[config.mk]
export PLATFORM = sky130hd
export DESIGN_NAME = box_collision_classify_resolve_top
export DESIGN_NICKNAME = d
export VERILOG_FILES = /design/src/hw/rtl/bccr_pkg.sv /design/src/hw/rtl/bccr_core.sv /design/src/hw/rtl/box_collision_classify_resolve_top.sv
export SDC_FILE = /design/constraint.sdc
export NUM_CORES = 1
export LEC_CHECK = 0
export ABC_AREA = 1
export BUFFER_PORTS_ARGS = -buffer_cell sky130_fd_sc_hd__buf_2
export CORE_ASPECT_RATIO = 0.8
export CORE_UTILIZATION = 45
export DETAILED_ROUTE_END_ITERATION = 10
export GPL_ROUTABILITY_DRIVEN = 0
export SLEW_MARGIN = 10
export SYNTH_ARGS = -nofsm -noshare
export SYNTH_HDL_FRONTEND = slang
export SYNTH_SLANG_ARGS = --single-unit
[constraint.sdc]
create_clock -name i_clk -period 13.8 [get_ports i_clk]
set_input_delay 2.76 -clock i_clk [delete_from_list [all_inputs] [get_ports i_clk]]
set_output_delay 2.76 -clock i_clk [all_outputs]
set_load 0.005 [all_outputs]
[src/hw/rtl/bccr_pkg.sv]
// Package for the box collision classify and resolve block.
// Holds heading and side codes and the request/result structs; no dependencies.
`default_nettype none
package bccr_pkg;

    localparam logic [3:0] D_N  = 4'd0;
    localparam logic [3:0] D_NE = 4'd1;
    localparam logic [3:0] D_E  = 4'd2;
    localparam logic [3:0] D_SE = 4'd3;
    localparam logic [3:0] D_S  = 4'd4;
    localparam logic [3:0] D_SW = 4'd5;
    localparam logic [3:0] D_W  = 4'd6;
    localparam logic [3:0] D_NW = 4'd7;

    localparam logic [3:0] S_NONE = 4'd0;
    localparam logic [3:0] S_TL   = 4'd1;
    localparam logic [3:0] S_T    = 4'd2;
    localparam logic [3:0] S_TR   = 4'd3;
    localparam logic [3:0] S_L    = 4'd4;
    localparam logic [3:0] S_R    = 4'd5;
    localparam logic [3:0] S_BL   = 4'd6;
    localparam logic [3:0] S_B    = 4'd7;
    localparam logic [3:0] S_BR   = 4'd8;
    localparam logic [3:0] S_IN   = 4'd9;

    localparam int unsigned IN_BITS  = 151;
    localparam int unsigned IN_BYTES = 152;
    localparam int unsigned OUT_BITS = 45;
    localparam int unsigned OUT_BYTES = 48;

    typedef struct packed {
        logic [11:0]        other_height;
        logic [11:0]        other_width;
        logic signed [15:0] other_y;
        logic signed [15:0] other_x;
        logic [2:0]         response_flags;
        logic [3:0]         mover_direction;
        logic signed [15:0] mover_old_y;
        logic signed [15:0] mover_old_x;
        logic [11:0]        mover_height;
        logic [11:0]        mover_width;
        logic signed [15:0] mover_y;
        logic signed [15:0] mover_x;
    } t_request;

    typedef struct packed {
        logic               colliding;
        logic               stop_falling;
        logic [3:0]         new_direction;
        logic signed [16:0] shift_y;
        logic signed [16:0] shift_x;
        logic [3:0]         side_code;
        logic               hit;
    } t_result;

endpackage
`default_nettype wire

[src/hw/rtl/bccr_core.sv]
// Combinational overlap test, side classification, push-out and redirect.
// Depends on bccr_pkg.
`default_nettype none
module bccr_core (
    input  var bccr_pkg::t_request i_req,
    output var bccr_pkg::t_result  o_res
);
    import bccr_pkg::*;

    logic signed [17:0] mx, my, mw, mh, mox, moy, ox, oy, ow, oh;
    logic signed [17:0] mxe, mye, oxe, oye, moxe, moye;
    logic [3:0] d;
    logic xc, yc, hit, rp, lb;
    logic [3:0] side, nd;
    logic up, lf, rt, dn;
    logic signed [17:0] sxv, syv;

    // Widened edges so no sum wraps.
    always_comb begin
        mx  = 18'(i_req.mover_x);
        my  = 18'(i_req.mover_y);
        mw  = {6'd0, i_req.mover_width};
        mh  = {6'd0, i_req.mover_height};
        mox = 18'(i_req.mover_old_x);
        moy = 18'(i_req.mover_old_y);
        ox  = 18'(i_req.other_x);
        oy  = 18'(i_req.other_y);
        ow  = {6'd0, i_req.other_width};
        oh  = {6'd0, i_req.other_height};
        d   = i_req.mover_direction;
        mxe  = mx + mw - 18'sd1;
        mye  = my + mh - 18'sd1;
        oxe  = ox + ow - 18'sd1;
        oye  = oy + oh - 18'sd1;
        moxe = mox + mw - 18'sd1;
        moye = moy + mh - 18'sd1;
        xc = (ox >= mx && ox <= mxe) || (mx >= ox && mx <= oxe) ||
             (moxe <= ox && mx > ox) || (mxe < oxe && mox >= oxe);
        yc = (oy >= my && oy <= mye) || (my >= oy && my <= oye) ||
             (moye <= oy && my > oy) || (mye < oye && moy >= oye);
        hit = (xc && yc) || i_req.response_flags[2];
        rp  = moxe > ox;
        lb  = mox < oxe;
    end

    // Side classification in priority order.
    always_comb begin
        if (mx < ox && my < oy && d != D_W && d != D_NW && d != D_N)
            side = S_TL;
        else if (my < oy && mx >= ox && mxe <= oxe && d != D_N && d != D_NW && d != D_NE)
            side = S_T;
        else if (mxe > oxe && my < oy && d != D_E && d != D_NE && d != D_N)
            side = S_TR;
        else if (mx < ox && my >= oy && mye <= oye && d != D_W && d != D_SW && d != D_NW)
            side = S_L;
        else if (mxe > oxe && my >= oy && mye <= oye && d != D_E && d != D_SE && d != D_NE)
            side = S_R;
        else if (mx < ox && mye > oye && d != D_W && d != D_SW && d != D_S)
            side = S_BL;
        else if (mye > oye && mx >= ox && mxe <= oxe && d != D_S && d != D_SW && d != D_SE)
            side = S_B;
        else if (mxe > oxe && mye > oye && d != D_E && d != D_SE && d != D_S)
            side = S_BR;
        else if (mx >= ox && my >= oy && mxe <= oxe && mye <= oye)
            side = S_IN;
        else if (moxe <= ox && mx >= ox)
            side = S_L;
        else if (mxe <= oxe && mox >= oxe)
            side = S_R;
        else if (moy <= oy && my >= oy)
            side = S_T;
        else if (my <= oy && moy >= oy)
            side = S_B;
        else
            side = S_NONE;
        if (!hit) side = S_NONE;
    end

    // Push-out direction.
    always_comb begin
        up = 1'b0; lf = 1'b0; rt = 1'b0; dn = 1'b0;
        case (side)
            S_TL: begin
                if (d == D_E || d == D_NE) rt = 1'b1;
                else if (d == D_S || d == D_SW) dn = 1'b1;
                else if (d == D_SE) begin dn = rp; rt = !rp; end
            end
            S_T: dn = 1'b1;
            S_TR: begin
                if (d == D_W || d == D_NW) lf = 1'b1;
                else if (d == D_S || d == D_SE) dn = 1'b1;
                else if (d == D_SW) begin dn = lb; lf = !lb; end
            end
            S_L: rt = 1'b1;
            S_R: lf = 1'b1;
            S_BL: begin
                if (d == D_E || d == D_SE) rt = 1'b1;
                else if (d == D_N || d == D_NW) up = 1'b1;
                else if (d == D_NE) begin up = rp; rt = !rp; end
            end
            S_B: up = 1'b1;
            S_BR: begin
                if (d == D_W || d == D_SW) lf = 1'b1;
                else if (d == D_N || d == D_NE) up = 1'b1;
                else if (d == D_NW) begin up = lb; lf = !lb; end
            end
            default: ;
        endcase
        sxv = rt ? ox - (mx + mw) : (lf ? (ox + ow) - mx : 18'sd0);
        syv = up ? (oy + oh) - my : (dn ? oy - (my + mh) : 18'sd0);
    end

    // Reflected heading.
    always_comb begin
        nd = d;
        case (side)
            S_T: begin
                if (d == D_S) nd = D_N;
                else if (d == D_SW) nd = D_NW;
                else if (d == D_SE) nd = D_NE;
            end
            S_R: begin
                if (d == D_W) nd = D_E;
                else if (d == D_NW) nd = D_NE;
                else if (d == D_SW) nd = D_SE;
            end
            S_B: begin
                if (d == D_N) nd = D_S;
                else if (d == D_NW) nd = D_SW;
                else if (d == D_NE) nd = D_SE;
            end
            S_L: begin
                if (d == D_E) nd = D_W;
                else if (d == D_NE) nd = D_NW;
                else if (d == D_SE) nd = D_SW;
            end
            S_TR: begin
                if (d == D_W) nd = D_E;
                else if (d == D_NW) nd = D_NE;
                else if (d == D_SW) nd = lb ? D_NW : D_SE;
                else if (d == D_S) nd = D_N;
                else if (d == D_SE) nd = D_NE;
            end
            S_TL: begin
                if (d == D_E) nd = D_W;
                else if (d == D_NE) nd = D_NW;
                else if (d == D_SE) nd = rp ? D_NE : D_SW;
                else if (d == D_S) nd = D_N;
                else if (d == D_SW) nd = D_NW;
            end
            S_BL: begin
                if (d == D_E) nd = D_W;
                else if (d == D_SE) nd = D_SW;
                else if (d == D_NE) nd = rp ? D_SE : D_NW;
                else if (d == D_N) nd = D_S;
                else if (d == D_NW) nd = D_SW;
            end
            S_BR: begin
                if (d == D_W) nd = D_E;
                else if (d == D_SW) nd = D_SE;
                else if (d == D_NW) nd = lb ? D_SW : D_NE;
                else if (d == D_N) nd = D_S;
                else if (d == D_NE) nd = D_SE;
            end
            default: ;
        endcase
    end

    // Pack the result; all but hit and side are gated by the flags.
    always_comb begin
        o_res.hit           = hit;
        o_res.side_code     = side;
        o_res.shift_x       = (hit && i_req.response_flags[0]) ? sxv[16:0] : 17'sd0;
        o_res.shift_y       = (hit && i_req.response_flags[0]) ? syv[16:0] : 17'sd0;
        o_res.stop_falling  = hit && i_req.response_flags[0] && dn;
        o_res.new_direction = (hit && i_req.response_flags[1]) ? nd : d;
        o_res.colliding     = hit && (i_req.response_flags[0] || i_req.response_flags[1]);
    end

endmodule
`default_nettype wire

[src/hw/rtl/box_collision_classify_resolve_top.sv]
// Top level: input register, collision core and output register with stream ports.
// A request passes the input register, the core and the output register in order.
// Throughput: one request per cycle; the output register and the input register
// advance together whenever the output is empty or being taken.
// Reset: i_rst_n synchronous, active low, clears both valid flags only.
// Depends on bccr_pkg and bccr_core.
`default_nettype none
module box_collision_classify_resolve_top (
    input  var logic         i_clk,
    input  var logic         i_rst_n,
    input  var logic         s_axis_tvalid,
    output var logic         s_axis_tready,
    // Fields low to high: mover_x, mover_y, mover_width, mover_height, mover_old_x,
    // mover_old_y, mover_direction, response_flags, other_x, other_y,
    // other_width, other_height, one unused top bit.
    input  var logic [bccr_pkg::IN_BYTES-1:0] s_axis_tdata,
    output var logic         m_axis_tvalid,
    input  var logic         m_axis_tready,
    // Fields low to high: hit, side_code, shift_x, shift_y, new_direction,
    // stop_falling, colliding, zero fill.
    output var logic [bccr_pkg::OUT_BYTES-1:0] m_axis_tdata
);
    import bccr_pkg::*;

    logic     r_in_vld, r_out_vld, adv;
    t_request r_req;
    t_result  w_res, r_res;

    bccr_core u_core (.i_req(r_req), .o_res(w_res));

    // The pipe moves whenever the output slot is free or being drained.
    assign adv           = !r_out_vld || m_axis_tready;
    assign s_axis_tready = adv;

    always_ff @(posedge i_clk) begin
        if (!i_rst_n) begin
            r_in_vld  <= 1'b0;
            r_out_vld <= 1'b0;
        end else if (adv) begin
            r_in_vld  <= s_axis_tvalid;
            r_out_vld <= r_in_vld;
        end
    end

    // Payload registers.
    always_ff @(posedge i_clk) begin
        if (adv) begin
            r_req <= s_axis_tdata[IN_BITS-1:0];
            r_res <= w_res;
        end
    end

    assign m_axis_tvalid = r_out_vld;
    assign m_axis_tdata  = {{(OUT_BYTES-OUT_BITS){1'b0}}, r_res};

    // A held result must not change while stalled.
    a_hold: assert property (@(posedge i_clk) disable iff (!i_rst_n)
        r_out_vld && !m_axis_tready |=> r_out_vld && $stable(r_res))
        else $error("result changed while stalled");
    // Ready follows the output slot.
    a_rdy: assert property (@(posedge i_clk) disable iff (!i_rst_n)
        !r_out_vld |-> s_axis_tready)
        else $error("not ready with empty output");
    // An accepted request reaches the input stage.
    a_acc: assert property (@(posedge i_clk) disable iff (!i_rst_n)
        s_axis_tvalid && s_axis_tready |=> r_in_vld)
        else $error("accepted request lost");

endmodule
`default_nettype wire
## Word-level counts from Yosys, hierarchy flattened

Index checks and enable logic that the tools add are counted.

- Register bits: 198
- Input bits: 156
- Output and inout bits: 50
- Word-level logic and storage cells: 246

- Add/subtract/negate cells: 16
- Order comparisons: 27
- Equality and inequality tests: 22
- Mux-type cells: 82
- Reductions and logical operators: 78

Operator list:

| operator | count |
|---|---|
| $mux W4 | 44 |
| $add A16 B13 Y17 | 6 |
| $ge A16 B16 Y1 | 5 |
| $le A16 B18 Y1 | 4 |
| $sub A17 B2 Y18 const B | 4 |
| $mux W17 | 4 |
| $logic_and A1 B1 Y1 | 56 |
| $ge A16 B18 Y1 | 2 |
| $gt A18 B18 Y1 | 2 |
| $le A18 B16 Y1 | 2 |
| $le A18 B18 Y1 | 2 |
| $lt A18 B18 Y1 | 2 |
| $sub A18 B2 Y18 const B | 2 |
| $sub A16 B17 Y17 | 2 |
| $sub A17 B16 Y17 | 2 |
| $eq A4 B3 Y1 const B | 8 |
| $gt A16 B16 Y1 | 2 |
| $le A16 B16 Y1 | 2 |
| $lt A16 B16 Y1 | 2 |
| $pmux W4 S8 | 1 |
| $mux W1 | 24 |
| $gt A18 B16 Y1 | 1 |
| $lt A16 B18 Y1 | 1 |
| $logic_or A1 B1 Y1 | 17 |
| 11 further kinds | 28 |

## Logic depth before layout (Yosys ltp)

- Word-level depth: 20
- Mapped depth: 45
- Mapped depth without buffers: 45

## Hierarchy

From an unflattened synthesis, not the netlist that was laid out.

- Cells, all modules: 3110
- Area total of the unflattened synthesis: 22735.6 um^2

By module, submodules not included:

| module | instances | cells each | area each (um^2) |
|---|---|---|---|
| bccr_core | 1 | 2900 | 16741.1 |
| box_collision_classify_resolve_top | 1 | 210 | 5994.5 |

## Worst setup path after synthesis

No wires, ideal clock.

- Path kind: input to output
- Start: input m_axis_tready
- End: output s_axis_tready
- Data arrival time: 6.626 ns
- Required time: 11.040 ns
- Path slack: 4.414 ns
- Stages: 2
- Buffers on the path: 0
- Path through: nor2_1 > inv_1

- Longest elaborated chain between the ends: 1

Ends and longest elaborated chain:

| element | RTL line | RTL |
|---|---|---|
| from (decl) | box_collision_classify_resolve_top.sv:18 | `input var logic m_axis_tready,` |
| $logic_or A1 B1 Y1 | box_collision_classify_resolve_top.sv:32 | `assign adv = !r_out_vld \|\| m_axis_tready;` |
| to (decl) | box_collision_classify_resolve_top.sv:12 | `output var logic s_axis_tready,` |

No other way between the ends.

## Worst setup path in the final report

- Start: register r_req[34] (netlist bit)
- End: register r_res (netlist bit m_axis_tdata[33]), data pin

RTL lines:

| element | RTL line | RTL |
|---|---|---|
| from (decl) | box_collision_classify_resolve_top.sv:26 | `t_request r_req;` |
| from (signal assigned) | box_collision_classify_resolve_top.sv:48 | `r_req <= s_axis_tdata[IN_BITS-1:0];` |
| $add A16 B13 Y17 | bccr_core.sv:31 | `mxe = mx + mw - 18'sd1;` |
| $sub A17 B2 Y18 | bccr_core.sv:31 |  |
| $le A16 B18 Y1 | bccr_core.sv:37 | `xc = (ox >= mx && ox <= mxe) \|\| (mx >= ox && mx <= oxe) \|\|` |
| $logic_and A1 B1 Y1 | bccr_core.sv:37 |  |
| $logic_or A1 B1 Y1 (2 in a row) | bccr_core.sv:37 |  |
| $logic_or A1 B1 Y1 (*) | bccr_core.sv:38 | `(moxe <= ox && mx > ox) \|\| (mxe < oxe && mox >= oxe);` |
| $logic_and A1 B1 Y1 (*) | bccr_core.sv:41 | `hit = (xc && yc) \|\| i_req.response_flags[2];` |
| $logic_or A1 B1 Y1 (*) | bccr_core.sv:41 |  |
| via u_core.hit | bccr_core.sv:13 | `logic xc, yc, hit, rp, lb;` |
| $mux W4 | bccr_core.sv:76 | `if (!hit) side = S_NONE;` |
| $eq A4 B2 Y1 / $eq A4 B1 Y1 (equally long branches) | bccr_core.sv:82 | `case (side)` |
| $pmux W1 S3 | bccr_core.sv:82 |  |
| $mux W17 (2 in a row) | bccr_core.sv:110 | `syv = up ? (oy + oh) - my : (dn ? oy - (my + mh) : 18'sd0);` |
| to (signal assigned) | box_collision_classify_resolve_top.sv:49 | `r_res <= w_res;` |
| to (decl) | box_collision_classify_resolve_top.sv:27 | `t_result w_res, r_res;` |

Mark *: on every way through the listed nets, which the timed path passes. The rest lies on a longest branch.
A chain may end at the register's enable or synchronous reset.

==> out/results.ini <==
[sta]
slew_headroom_pct = 41.2
hold_violations = 0
finClkSkew_ps = 17.0
whs_ps = 489
fin_crit_ps = 7550
tns_ps = 0
fmax_mhz = 132
rsz0062_at_grt = false
tightest_slew_ps = 883
maxSlewViolCount = 0
layout_worst_path_cycle_share_pct = 54.7
setup_viol = 0

[clock_network]
cts_repair_resize_count = 0
clockBufferDepth = 2
clk_latency_ps = 520
cts_root_buf = clkbuf_16
clock_sinks = 198
postCtsSetupRepairBufs = 0
cts_tree = yes
cts_buffers = 17
cts.htree.levels = 4
path_clk_slew_ps = 80
ctsHoldBuffers = 0

[placed_design]
io_buffers = 201
hpwl_um = 60200
numPlacedInstances = 4030

[critical_path]
critPathKind = reg -> reg
required_ps = 14050
worstSetupStartpointType = flip-flop
cp_slowest_stage_delay_ps = 580
cp_slowest_cell = nor2_1
crit_fanout = 17
crit_top_cell = nand2_1
end_kind = flip-flop
cp_data_arrival_time_ps = 7790

[grt]
grt_pass1_wl_um = 110000
track_usage_pct = 27.8
first_global_vias = 21221
grt_overflow_total = 0
grt_start_max_net_pins = 73
antenna_found_initial = 1

[floorplan]
die_h_um = 203
num_rows = 73
dieArea_um2 = 51500
io_pins = 206
fp.dieW_um = 253
start_util_pct = 45.7
placeableCoreArea_um2 = 49800

[pwr]
leakagePower_uw = 0.0133
max-vdd-ir-drop_mv = 0.103
p_per_area_nw_per_um2 = 115
power.total_uw = 2900

[routing]
drtPass1Iterations = 6
post_drt_wl_per_cell_um = 17.4
drc_errors = 0
ant_nets = 0
vias = 21876
viasPerCell = 5.38
drt_iter0_drc = 1598
routed_wl_um = 70500

[cells_and_area]
fin_nets = 3863
area_growth_pct = 10.6
final_core_util_pct = 50.5
layout_common_cells = nand2_1, inv_1, ha_1, nor2_1, nand3_1
finalNonFillerCells = 4063
layout_commonest_cell = nand2_1
drive_gt1_share_pct = 11.3
fill_cells = 4895

[logic_synthesis]
synth_edf_count = 196
synth-main-ff-cell = edfxtp_1
synth.distinct_cells = 63
syn_area_um2 = 22800
avgSynthCellArea_um2 = 7.18
ys_ff_latch = 198
yosysSeqAreaShare_pct = 26.0
async_flop_share_pct = 0
synth_warnings = 0
syn_inst = 3167

[flow_run]
max_cap_violations = 0

[outcome]
status = complete, no violations

[worst_hold_path]
hp-class = reg -> reg

## flip-flops by register name (all words and copies together), names as in the netlist
signal	count
m_axis_tvalid	1
r_in_vld	1
r_req	151
m_axis_tdata	45
## worst max-delay path, delay by kind of cell, from the launching register on
kind / cells / cell delay (ps)
adders and majority gates: 2 / 660
AOI/OAI and AO/OA: 11 / 2370
buffers and inverters: 3 / 430
and+or+nand+nor: 18 / 3070
DFF: 1 / 480
xor gates and xnor gates: 1 / 230
## path summary, 6_finish.rpt
check | startpoint | to | slack, ps | cells past startpoint
min | r_in_vld$_SDFFE_PN0P_ | m_axis_tvalid$_SDFFE_PN0P_ | 490 | 1
max | r_req[34]$_DFFE_PP_ | m_axis_tdata[33]$_SDFFCE_PN0P_ | 6250 | 35
min reg2reg | r_in_vld$_SDFFE_PN0P_ | m_axis_tvalid$_SDFFE_PN0P_ | 490 | 1
max reg2reg | r_req[34]$_DFFE_PP_ | m_axis_tdata[33]$_SDFFCE_PN0P_ | 6250 | 35
## synthesized netlist by cell type, types with 19 or more instances
cell type | number | area, um2
a21oi_1 | 189 | 946
edfxtp_1 | 196 | 5890
ha_1 | 323 | 4040
inv_1 | 508 | 1910
inv_2 | 19 | 71.3
nand2_1 | 855 | 3210
nand2_2 | 39 | 244
nand3_1 | 204 | 1020
nand4_1 | 97 | 607
nor2_1 | 266 | 998
nor2_2 | 20 | 125
nor3_1 | 22 | 110
o21ai_0 | 46 | 230
o21bai_1 | 34 | 255
xnor2_1 | 23 | 201
xor2_1 | 120 | 1050
## where the power goes
part	switching (uW)	internal [uW]
sequential	60.9	742
clock	263	278
combinational	1020	543
## through the flow
stage          worst slack, ps  instance area, um2
4_1_cts                   6360               25200
5_1_grt                   5670               25200
2_1_floorplan             4410               22800
3_5_place_dp              6390               24500
3_3_place_gp              6600               24500
6_report                  6250               25200
## metal layers
| metal | global-route usage (%) | vias to the layer above | part of all wire [%] |
|---|---|---|---|
| li1 | - | 10887 | - |
| met1 | 36.7 | 10222 | 46 |
| met2 | 46.7 | 667 | 46 |
| met3 | 3.58 | 100 | 5.9 |
| met4 | 9.50 | 0 | 2.8 |
| met5 | 0 | - | 0 |
## cell families after synthesis
kind of cell	share of synthesized area (%)
buffers and inverters	9.24
XOR/XNOR	5.65
flip-flops	26.0
other	0.0165
AO/OA/AOI/OAI	9.63
adder cells (fa/ha/maj)	18.6
AND/OR/NAND/NOR	30.8
## cell type report
type                    instances  area [um2]  share of cell area (%)
diodes                          1        2.50                 0.00995
clock buffers                  17         425                    1.69
clock inverters                15         203                   0.806
inverters                     528        1990                    7.93
multi-input cells            2425       14700                    58.6
flip-flops and latches        198        5930                    23.6
well taps                     675         845                    3.36
repair buffers                204        1030                    4.09
No activity file was read; power rests on OpenSTA's default activity.
